$ cat src/design/ier_pkg.sv
// ----------------------------------------------------------------------------
// ier_pkg
// Shared constants and types for the ICMP echo responder: header layout,
// counter widths and the command and status bundles between control and
// datapath.
// ----------------------------------------------------------------------------
`default_nettype none

package ier_pkg;

    localparam int MAX_PACKET_BYTES = 1024;
    localparam int HDR_BYTES        = 28;
    localparam int IP_HDR_BYTES     = 20;
    localparam int COUNT_W          = 11;
    localparam int HDR_AW           = $clog2(HDR_BYTES);

    localparam logic [7:0] ICMP_TYPE_REQUEST = 8'd8;
    localparam logic [7:0] ICMP_TYPE_REPLY   = 8'd0;
    localparam logic [15:0] ECHO_CSUM_ADJ    = 16'h0800;

    localparam logic [COUNT_W-1:0] MAX_COUNT    = COUNT_W'(MAX_PACKET_BYTES);
    localparam logic [COUNT_W-1:0] HDR_LAST_POS = COUNT_W'(HDR_BYTES - 1);

    // byte positions inside the held header
    localparam logic [HDR_AW-1:0] POS_IP_CSUM_HI   = HDR_AW'(10);
    localparam logic [HDR_AW-1:0] POS_IP_CSUM_LO   = HDR_AW'(11);
    localparam logic [HDR_AW-1:0] POS_SRC_FIRST    = HDR_AW'(12);
    localparam logic [HDR_AW-1:0] POS_DST_FIRST    = HDR_AW'(16);
    localparam logic [HDR_AW-1:0] POS_IP_END       = HDR_AW'(IP_HDR_BYTES);
    localparam logic [HDR_AW-1:0] POS_ICMP_TYPE    = HDR_AW'(20);
    localparam logic [HDR_AW-1:0] POS_ICMP_CSUM_HI = HDR_AW'(22);
    localparam logic [HDR_AW-1:0] POS_ICMP_CSUM_LO = HDR_AW'(23);
    localparam logic [HDR_AW-1:0] POS_HDR_LAST     = HDR_AW'(HDR_BYTES - 1);
    localparam logic [HDR_AW-1:0] ADDR_SWAP_OFS    = HDR_AW'(4);

    typedef struct packed {
        logic              hdr_wr;     // store header byte at hdr_pos
        logic [HDR_AW-1:0] hdr_pos;
        logic              pass;       // forward payload byte to output
        logic              rd_en;      // read header store for emit_idx
        logic              hdr_load;   // load rewritten header byte to output
        logic [HDR_AW-1:0] emit_idx;
        logic              emit_last;
    } cmd_t;

    typedef struct packed {
        logic out_free;
        logic is_echo;
    } status_t;

endpackage

`default_nettype wire

$ cat src/design/ier_datapath.sv
// ----------------------------------------------------------------------------
// ier_datapath
// Header store, running IP header sum, ICMP checksum capture, header
// rewrite and the output register.
// ----------------------------------------------------------------------------
`default_nettype none

module ier_datapath (
    input  wire logic           clk,
    input  wire logic           rst_n,
    input  wire logic [7:0]     s_tdata,
    input  wire logic           s_tlast,
    input  wire ier_pkg::cmd_t  cmd,
    output ier_pkg::status_t    status,
    output logic                m_tvalid,
    input  wire logic           m_tready,
    output logic [7:0]          m_tdata,
    output logic                m_tlast
);

    logic [7:0]  hdr_mem [0:ier_pkg::HDR_BYTES-1];
    logic [7:0]  rd_data_reg;
    logic [ier_pkg::HDR_AW-1:0] rd_addr;

    logic [19:0] sum_reg, sum_next;
    logic [19:0] addend;
    logic [7:0]  type_reg, type_next;
    logic [15:0] icmp_reg, icmp_next;

    logic        out_valid_reg, out_valid_next;
    logic [7:0]  out_byte_reg, out_byte_next;
    logic        out_last_reg, out_last_next;

    logic [16:0] ip_fold1;
    logic [15:0] ip_fold2;
    logic [15:0] ip_csum;
    logic [16:0] icmp_add;
    logic [15:0] icmp_csum;
    logic [7:0]  hdr_byte;

    // source and destination addresses trade places on the way out
    always_comb
    begin
        rd_addr = cmd.emit_idx;
        if (cmd.emit_idx >= ier_pkg::POS_SRC_FIRST && cmd.emit_idx < ier_pkg::POS_DST_FIRST)
        begin
            rd_addr = cmd.emit_idx + ier_pkg::ADDR_SWAP_OFS;
        end
        else if (cmd.emit_idx >= ier_pkg::POS_DST_FIRST
                 && cmd.emit_idx < ier_pkg::POS_IP_END)
        begin
            rd_addr = cmd.emit_idx - ier_pkg::ADDR_SWAP_OFS;
        end
    end

    always_ff @(posedge clk)
    begin
        if (cmd.hdr_wr)
        begin
            hdr_mem[cmd.hdr_pos] <= s_tdata;
        end
        if (cmd.rd_en)
        begin
            rd_data_reg <= hdr_mem[rd_addr];
        end
    end

    // big-endian 16-bit words, checksum word left out
    always_comb
    begin
        addend    = cmd.hdr_pos[0] ? {12'd0, s_tdata} : {4'd0, s_tdata, 8'd0};
        sum_next  = sum_reg;
        type_next = type_reg;
        icmp_next = icmp_reg;
        if (cmd.hdr_wr)
        begin
            if (cmd.hdr_pos == '0)
            begin
                sum_next = addend;
            end
            else if (cmd.hdr_pos < ier_pkg::POS_IP_END
                     && cmd.hdr_pos != ier_pkg::POS_IP_CSUM_HI
                     && cmd.hdr_pos != ier_pkg::POS_IP_CSUM_LO)
            begin
                sum_next = sum_reg + addend;
            end
            if (cmd.hdr_pos == ier_pkg::POS_ICMP_TYPE)
            begin
                type_next = s_tdata;
            end
            if (cmd.hdr_pos == ier_pkg::POS_ICMP_CSUM_HI)
            begin
                icmp_next = {s_tdata, icmp_reg[7:0]};
            end
            if (cmd.hdr_pos == ier_pkg::POS_ICMP_CSUM_LO)
            begin
                icmp_next = {icmp_reg[15:8], s_tdata};
            end
        end
    end

    always_ff @(posedge clk)
    begin
        sum_reg  <= sum_next;
        type_reg <= type_next;
        icmp_reg <= icmp_next;
    end

    // end-around carry folds
    assign ip_fold1  = {1'b0, sum_reg[15:0]} + {13'd0, sum_reg[19:16]};
    assign ip_fold2  = ip_fold1[15:0] + {15'd0, ip_fold1[16]};
    assign ip_csum   = ~ip_fold2;
    assign icmp_add  = {1'b0, icmp_reg} + {1'b0, ier_pkg::ECHO_CSUM_ADJ};
    assign icmp_csum = icmp_add[15:0] + {15'd0, icmp_add[16]};

    always_comb
    begin
        if (cmd.emit_idx == ier_pkg::POS_IP_CSUM_HI)
        begin
            hdr_byte = ip_csum[15:8];
        end
        else if (cmd.emit_idx == ier_pkg::POS_IP_CSUM_LO)
        begin
            hdr_byte = ip_csum[7:0];
        end
        else if (cmd.emit_idx == ier_pkg::POS_ICMP_TYPE)
        begin
            hdr_byte = ier_pkg::ICMP_TYPE_REPLY;
        end
        else if (cmd.emit_idx == ier_pkg::POS_ICMP_CSUM_HI)
        begin
            hdr_byte = icmp_csum[15:8];
        end
        else if (cmd.emit_idx == ier_pkg::POS_ICMP_CSUM_LO)
        begin
            hdr_byte = icmp_csum[7:0];
        end
        else
        begin
            hdr_byte = rd_data_reg;
        end
    end

    assign status.out_free = !out_valid_reg || m_tready;
    assign status.is_echo  = (type_reg == ier_pkg::ICMP_TYPE_REQUEST);

    always_comb
    begin
        out_valid_next = out_valid_reg;
        out_byte_next  = out_byte_reg;
        out_last_next  = out_last_reg;
        if (cmd.pass)
        begin
            out_valid_next = 1'b1;
            out_byte_next  = s_tdata;
            out_last_next  = s_tlast;
        end
        else if (cmd.hdr_load)
        begin
            out_valid_next = 1'b1;
            out_byte_next  = hdr_byte;
            out_last_next  = cmd.emit_last;
        end
        else if (m_tready)
        begin
            out_valid_next = 1'b0;
        end
    end

    always_ff @(posedge clk or negedge rst_n)
    begin
        if (!rst_n)
        begin
            out_valid_reg <= 1'b0;
        end
        else
        begin
            out_valid_reg <= out_valid_next;
        end
    end

    always_ff @(posedge clk)
    begin
        out_byte_reg <= out_byte_next;
        out_last_reg <= out_last_next;
    end

    assign m_tvalid = out_valid_reg;
    assign m_tdata  = out_byte_reg;
    assign m_tlast  = out_last_reg;

endmodule

`default_nettype wire

$ cat src/design/ier_ctrl.sv
// ----------------------------------------------------------------------------
// ier_ctrl
// Packet position tracking, drop decision and the header emit sequencer.
// ----------------------------------------------------------------------------
`default_nettype none

module ier_ctrl (
    input  wire logic              clk,
    input  wire logic              rst_n,
    input  wire logic              s_tvalid,
    input  wire logic              s_tlast,
    output logic                   s_tready,
    input  wire ier_pkg::status_t  status,
    output ier_pkg::cmd_t          cmd
);

    localparam logic [1:0] ST_RECV = 2'd0;
    localparam logic [1:0] ST_READ = 2'd1;
    localparam logic [1:0] ST_SEND = 2'd2;

    logic [1:0]                  state_reg, state_next;
    logic [ier_pkg::COUNT_W-1:0] count_reg, count_next;
    logic                        disc_reg, disc_next;
    logic [ier_pkg::HDR_AW-1:0]  idx_reg, idx_next;
    logic                        last_hdr_reg, last_hdr_next;
    logic                        accept;

    assign s_tready = (state_reg == ST_RECV) && status.out_free;
    assign accept   = s_tvalid && s_tready;

    always_comb
    begin
        state_next    = state_reg;
        count_next    = count_reg;
        disc_next     = disc_reg;
        idx_next      = idx_reg;
        last_hdr_next = last_hdr_reg;

        cmd           = '0;
        cmd.hdr_pos   = count_reg[ier_pkg::HDR_AW-1:0];
        cmd.emit_idx  = idx_reg;
        cmd.emit_last = last_hdr_reg && (idx_reg == ier_pkg::POS_HDR_LAST);

        unique case (state_reg)
            ST_RECV:
            begin
                if (accept)
                begin
                    if (count_reg < ier_pkg::MAX_COUNT)
                    begin
                        count_next = count_reg + 1'b1;
                    end
                    if (count_reg < ier_pkg::HDR_LAST_POS)
                    begin
                        cmd.hdr_wr = 1'b1;
                    end
                    else if (count_reg == ier_pkg::HDR_LAST_POS)
                    begin
                        cmd.hdr_wr = 1'b1;
                        if (status.is_echo)
                        begin
                            state_next    = ST_READ;
                            idx_next      = '0;
                            last_hdr_next = s_tlast;
                        end
                        else
                        begin
                            disc_next = 1'b1;
                        end
                    end
                    else if (!disc_reg && count_reg < ier_pkg::MAX_COUNT)
                    begin
                        cmd.pass = 1'b1;
                    end
                    if (s_tlast)
                    begin
                        count_next = '0;
                        disc_next  = 1'b0;
                    end
                end
            end
            ST_READ:
            begin
                cmd.rd_en  = 1'b1;
                state_next = ST_SEND;
            end
            ST_SEND:
            begin
                if (status.out_free)
                begin
                    cmd.hdr_load = 1'b1;
                    if (idx_reg == ier_pkg::POS_HDR_LAST)
                    begin
                        state_next = ST_RECV;
                    end
                    else
                    begin
                        idx_next   = idx_reg + 1'b1;
                        state_next = ST_READ;
                    end
                end
            end
            default:
            begin
                state_next = ST_RECV;
            end
        endcase
    end

    always_ff @(posedge clk or negedge rst_n)
    begin
        if (!rst_n)
        begin
            state_reg    <= ST_RECV;
            count_reg    <= '0;
            disc_reg     <= 1'b0;
            idx_reg      <= '0;
            last_hdr_reg <= 1'b0;
        end
        else
        begin
            state_reg    <= state_next;
            count_reg    <= count_next;
            disc_reg     <= disc_next;
            idx_reg      <= idx_next;
            last_hdr_reg <= last_hdr_next;
        end
    end

endmodule

`default_nettype wire

$ cat src/design/icmp_echo_responder.sv
// ----------------------------------------------------------------------------
// icmp_echo_responder
// Byte-serial ICMP echo responder: rewrites echo requests into replies.
// ----------------------------------------------------------------------------
// Bytes of an IPv4 packet (20-byte header, no options) enter on the slave
// side, one per transfer, with tlast on the final byte. The first 28 bytes
// are held; bytes before the 28th produce no output. If the ICMP type is an
// echo request, the 28 rewritten header bytes (addresses swapped, IP header
// checksum recomputed, type set to reply, ICMP checksum adjusted) follow,
// then the payload passes through unchanged; any other packet, and any
// packet shorter than 28 bytes, is dropped. Bytes from position 1024 on are
// dropped. Header and payload bytes are taken at one per cycle while the
// output is drained. Each byte of the header burst passes the ST_READ and
// ST_SEND states: the registered read port of the header store, then the
// output register; the input is stalled during the burst.
`default_nettype none

module icmp_echo_responder (
    input  wire logic       clk,
    input  wire logic       rst_n,
    input  wire logic       s_tvalid,
    output logic            s_tready,
    input  wire logic [7:0] s_tdata,   // in_byte[7:0]
    input  wire logic       s_tlast,
    output logic            m_tvalid,
    input  wire logic       m_tready,
    output logic [7:0]      m_tdata,   // out_byte[7:0]
    output logic            m_tlast
);

    ier_pkg::cmd_t    cmd;
    ier_pkg::status_t status;

    ier_ctrl u_ctrl (
        .clk      (clk),
        .rst_n    (rst_n),
        .s_tvalid (s_tvalid),
        .s_tlast  (s_tlast),
        .s_tready (s_tready),
        .status   (status),
        .cmd      (cmd)
    );

    ier_datapath u_datapath (
        .clk      (clk),
        .rst_n    (rst_n),
        .s_tdata  (s_tdata),
        .s_tlast  (s_tlast),
        .cmd      (cmd),
        .status   (status),
        .m_tvalid (m_tvalid),
        .m_tready (m_tready),
        .m_tdata  (m_tdata),
        .m_tlast  (m_tlast)
    );

`ifndef SYNTHESIS
    a_one_source: assert property (@(posedge clk) disable iff (!rst_n)
        !(cmd.pass && cmd.hdr_load))
        else $error("payload and header loaded together");

    a_load_free: assert property (@(posedge clk) disable iff (!rst_n)
        (cmd.pass || cmd.hdr_load) |-> status.out_free)
        else $error("output register overwritten");

    a_burst_stall: assert property (@(posedge clk) disable iff (!rst_n)
        cmd.rd_en |=> !(s_tvalid && s_tready))
        else $error("input accepted during header burst");
`endif

endmodule

`default_nettype wire

$ cat config.mk
export PLATFORM = sky130hd
export DESIGN_NAME = icmp_echo_responder
export DESIGN_NICKNAME = d
export VERILOG_FILES = /design/src/design/ier_pkg.sv /design/src/design/ier_datapath.sv /design/src/design/ier_ctrl.sv /design/src/design/icmp_echo_responder.sv
export SDC_FILE = /design/constraint.sdc
export NUM_CORES = 1
export LEC_CHECK = 0
export ABC_AREA = 1
export BUFFER_PORTS_ARGS = -buffer_cell sky130_fd_sc_hd__buf_2
export CAP_MARGIN = 10
export CORE_ASPECT_RATIO = 0.5
export CORE_MARGIN = 8
export CORE_UTILIZATION = 51
export DETAILED_ROUTE_END_ITERATION = 8
export PLACE_DENSITY = 0.64
export SYNTH_ARGS = -nofsm -noshare
export SYNTH_HDL_FRONTEND = slang
export SYNTH_SLANG_ARGS = --single-unit
export TNS_END_PERCENT = 100
$ cat constraint.sdc
create_clock -name clk -period 6.5 [get_ports clk]
set_input_delay 1.3 -clock clk [delete_from_list [all_inputs] [get_ports clk]]
set_output_delay 1.3 -clock clk [all_outputs]
set_load 0.02 [all_outputs]
==> results.md <==
* Status: finished, final reports clean
* Final period util at 0.574
* Post-cts gate resize count at 0
* Worst R2R Path Depth at 19
* Max-slew violation count at 0
* Pwr Density at 425 nW/um^2
* Row cnt at 44
* Post-synthesis instance total at 1480
* Register bit total from synthesis at 306
* Peak supply drop at 222 uV
* Vias at 11100
* Port bufs at 23
* Core Box Area at 29000 sq um
* H-tree lvl count at 1
* Post-DP Area at 15500 sq um
* Startpoint Class: flop
* Setup TNS at 0 ns
* Post-synth EDFFs at 285
* Final Critical Period at 3.73 ns
* CTS tree: yes
* Clock root buffer: clkbuf_16
* Largest net degree at the start of global routing at 79
* Leakage power at 0.00609 uW
* Initial antenna violation count at 1
* Share of the synthesized area in the top cell type at 0.570
* Post-synth top area cell: edfxtp_1
* Longest Clk Path Bufs at 3
* Placer Congestion at 0.907
* R2R Path Start: u_datapath.sum_reg[16]
* Final Cell Area at 16300 sq um
* Clock latency on the worst-skew pair at 0.57 ns
* Post-DR wirelength/cell at 20.0 um
* R2R setup slack at 2.77 ns
* Sinks on the clock net at 306
* Ys flop type: edfxtp_1
* Detailed placement HPWL at 25300 um
* Syn Area/Cell at 10.1 sq um
* Die width at 259 um
* Area grow syn2layout at 8.92%
* RSZ-0062 raised after global routing: false
* Synth cell types at 60
* Total global routing overflow at 0
* Layout Nets at 1549
* Via density at 5.80
* Clock transition at the registers of the reported paths at 0.07 ns
* # Post-CTS Setup Buffers at 0
* Worst Hold Class: reg2reg
* Synth area leaders: edfxtp_1 (57%), nand2_1 (5.7%), nor2_1 (5.5%), o21ai_0 (5.1%), dfrtp_1 (3.5%)
* DRC at 0
* Rel. slew slack at 0.258
* Fraction of layout cells with a size suffix above 1 at 0.0909
* Worst Path Arrival at 4.03 ns
* Post-synthesis cell area at 15000 sq um
* CTS Hold Bufs at 0
* WS Path Type: reg2reg
* Worst Slack Setup Final at 2.77 ns
* Pre-CTS WS at 2.48 ns
* Worst R2R End: u_datapath.m_tdata[0]
* Final hold violations at 0
* Num CTS Buffers at 28
* CP endpoint kind: flop
* CP max FO at 7
* CP startpoint: u_datapath.sum_reg[16]
* DR iter-0 viols at 1048
* Async S/R FF share, synth at 0.0686
* Seq/Total Area, Yosys at 0.605
* First-pass GRT wire length at 58300 um
* Pre-antenna DRT Iters at 5
* GRT Overall Usage at 0.210
* Achievable Freq at 268 MHz
* Maxcap violations at 0
* Hold EP: u_ctrl.last_hdr_reg
* Die ar. at 35500 sq um
* Ports at 24
* Final ANT Viol Nets at 0
* Initial core utilization at 0.518
* Post-synth net total at 1533
* DIE HEIGHT at 137 um
* Worst Hold Launch: u_ctrl.last_hdr_reg
* Final setup viols at 0
* CP required at 6.81 ns
* WHS Path Cells at 2
* DRT Wirelength at 38200 um
* Vias in the first global route at 10500
* Slew at the pin closest to its max-slew limit at 1.10 ns
* Max reg flops at 224
* # diodes at 0
* Yosys warns at 0
* Post-Route Skew at 0.0130 ns
[critical path: stages (launching register included)]
cell and delay (ns):
edfxtp_1 0.50, ha_1 0.25, inv_1 0.06, fa_1 0.38
inv_1 0.14, nand2_2 0.09, nand2_4 0.10, nand4_1 0.08
nor3_1 0.30, ha_1 0.24, ha_1 0.19, inv_1 0.05
nor2_1 0.10, nand3_1 0.12, nor2_2 0.15, nand3_2 0.14
nor2_1 0.12, nor2_1 0.05, o21ai_0 0.28, a22oi_1 0.11
[cells by family (layout without fill, tap and decap cells)]
family,count (synthesis),count (layout),share of synthesized area
compound gates,333,333,0.125
flops,306,306,0.605
buf+inv,169,207,0.0453
mux,1,1,0.000667
xor+xnor,19,19,0.0111
fa+ha+maj,40,40,0.0343
simple gates,612,612,0.178
[power breakdown]
group / internal [uW] / switching, uW / total, uW
registers: 2420 / 209 / 2630
logic: 821 / 1930 / 2750
clock network: 801 / 765 / 1570
[Yosys cell counts (all sizes together), types with 2 or more instances]
master  instances
edfxtp        285
nand2         240
nor2          231
o21ai         173
inv           118
nand3          86
a21oi          68
o22ai          64
ha             38
clkbuf         35
nor3           22
dfrtp          21
nand4          16
buf            14
xor2           11
xnor2           8
a31oi           6
or2             6
a211oi          4
nor4            4
o21bai          3
a21boi          2
a21o            2
and3            2
clkinv          2
fa              2
nand3b          2
o21a            2
[metrics by stage]
stage           util  hold WS (ns)  power, uW  instances
2_1_floorplan      -         0.455       4560       1480
3_3_place_gp   0.535         0.474       5330       1857
3_5_place_dp   0.535         0.500       5380       1857
4_1_cts        0.565         0.516       6940       1909
5_1_grt        0.565         0.541       7360       1909
6_report       0.565         0.510       6950       1909
[worst max path at each step]
stage                     slack, ns  cells after the start                     end
after floorplan                2.90                      6   u_datapath.sum_reg[0]
after global placement         2.50                     14  u_datapath.sum_reg[10]
after detailed placement       2.48                     14  u_datapath.sum_reg[10]
after CTS                      2.76                     19   u_datapath.m_tdata[0]
after global routing           2.53                     20   u_datapath.m_tdata[6]
final                          2.77                     19   u_datapath.m_tdata[0]
[placed cells by master (no fill, tap or decap), types with 10 or more instances in the layout]
cell type  instances
o21ai_0          153
nor2_1           218
edfxtp_1         285
nand3_1           82
xor2_1            11
nor3_1            18
nand2_1          226
o22ai_1           63
clkbuf_16         28
dfrtp_1           20
nand2_2           10
buf_4             12
ha_1              38
nand4_1           15
buf_2             23
inv_1            110
a21oi_1           65
o21ai_1           17
[cell type report]
class | instances | area (sq um)
multi-input cells | 1005 | 5250
clock inverters | 23 | 158
well taps | 391 | 489
repair buffers | 35 | 205
flip-flops and latches | 306 | 9080
fillers | 2604 | 12600
inverters | 120 | 455
clock buffers | 29 | 704
[metal layers]
metal / share of wire / vias to the layer above / GRT usage / wire, um
li1: - / 5253 / - / -
met1: 0.45 / 5364 / 0.281 / 17000
met2: 0.46 / 390 / 0.349 / 17700
met3: 0.067 / 62 / 0.0406 / 2570
met4: 0.024 / 0 / 0.0566 / 918
met5: 0 / - / 0 / 0
Power figures use the tool's default switching activity.
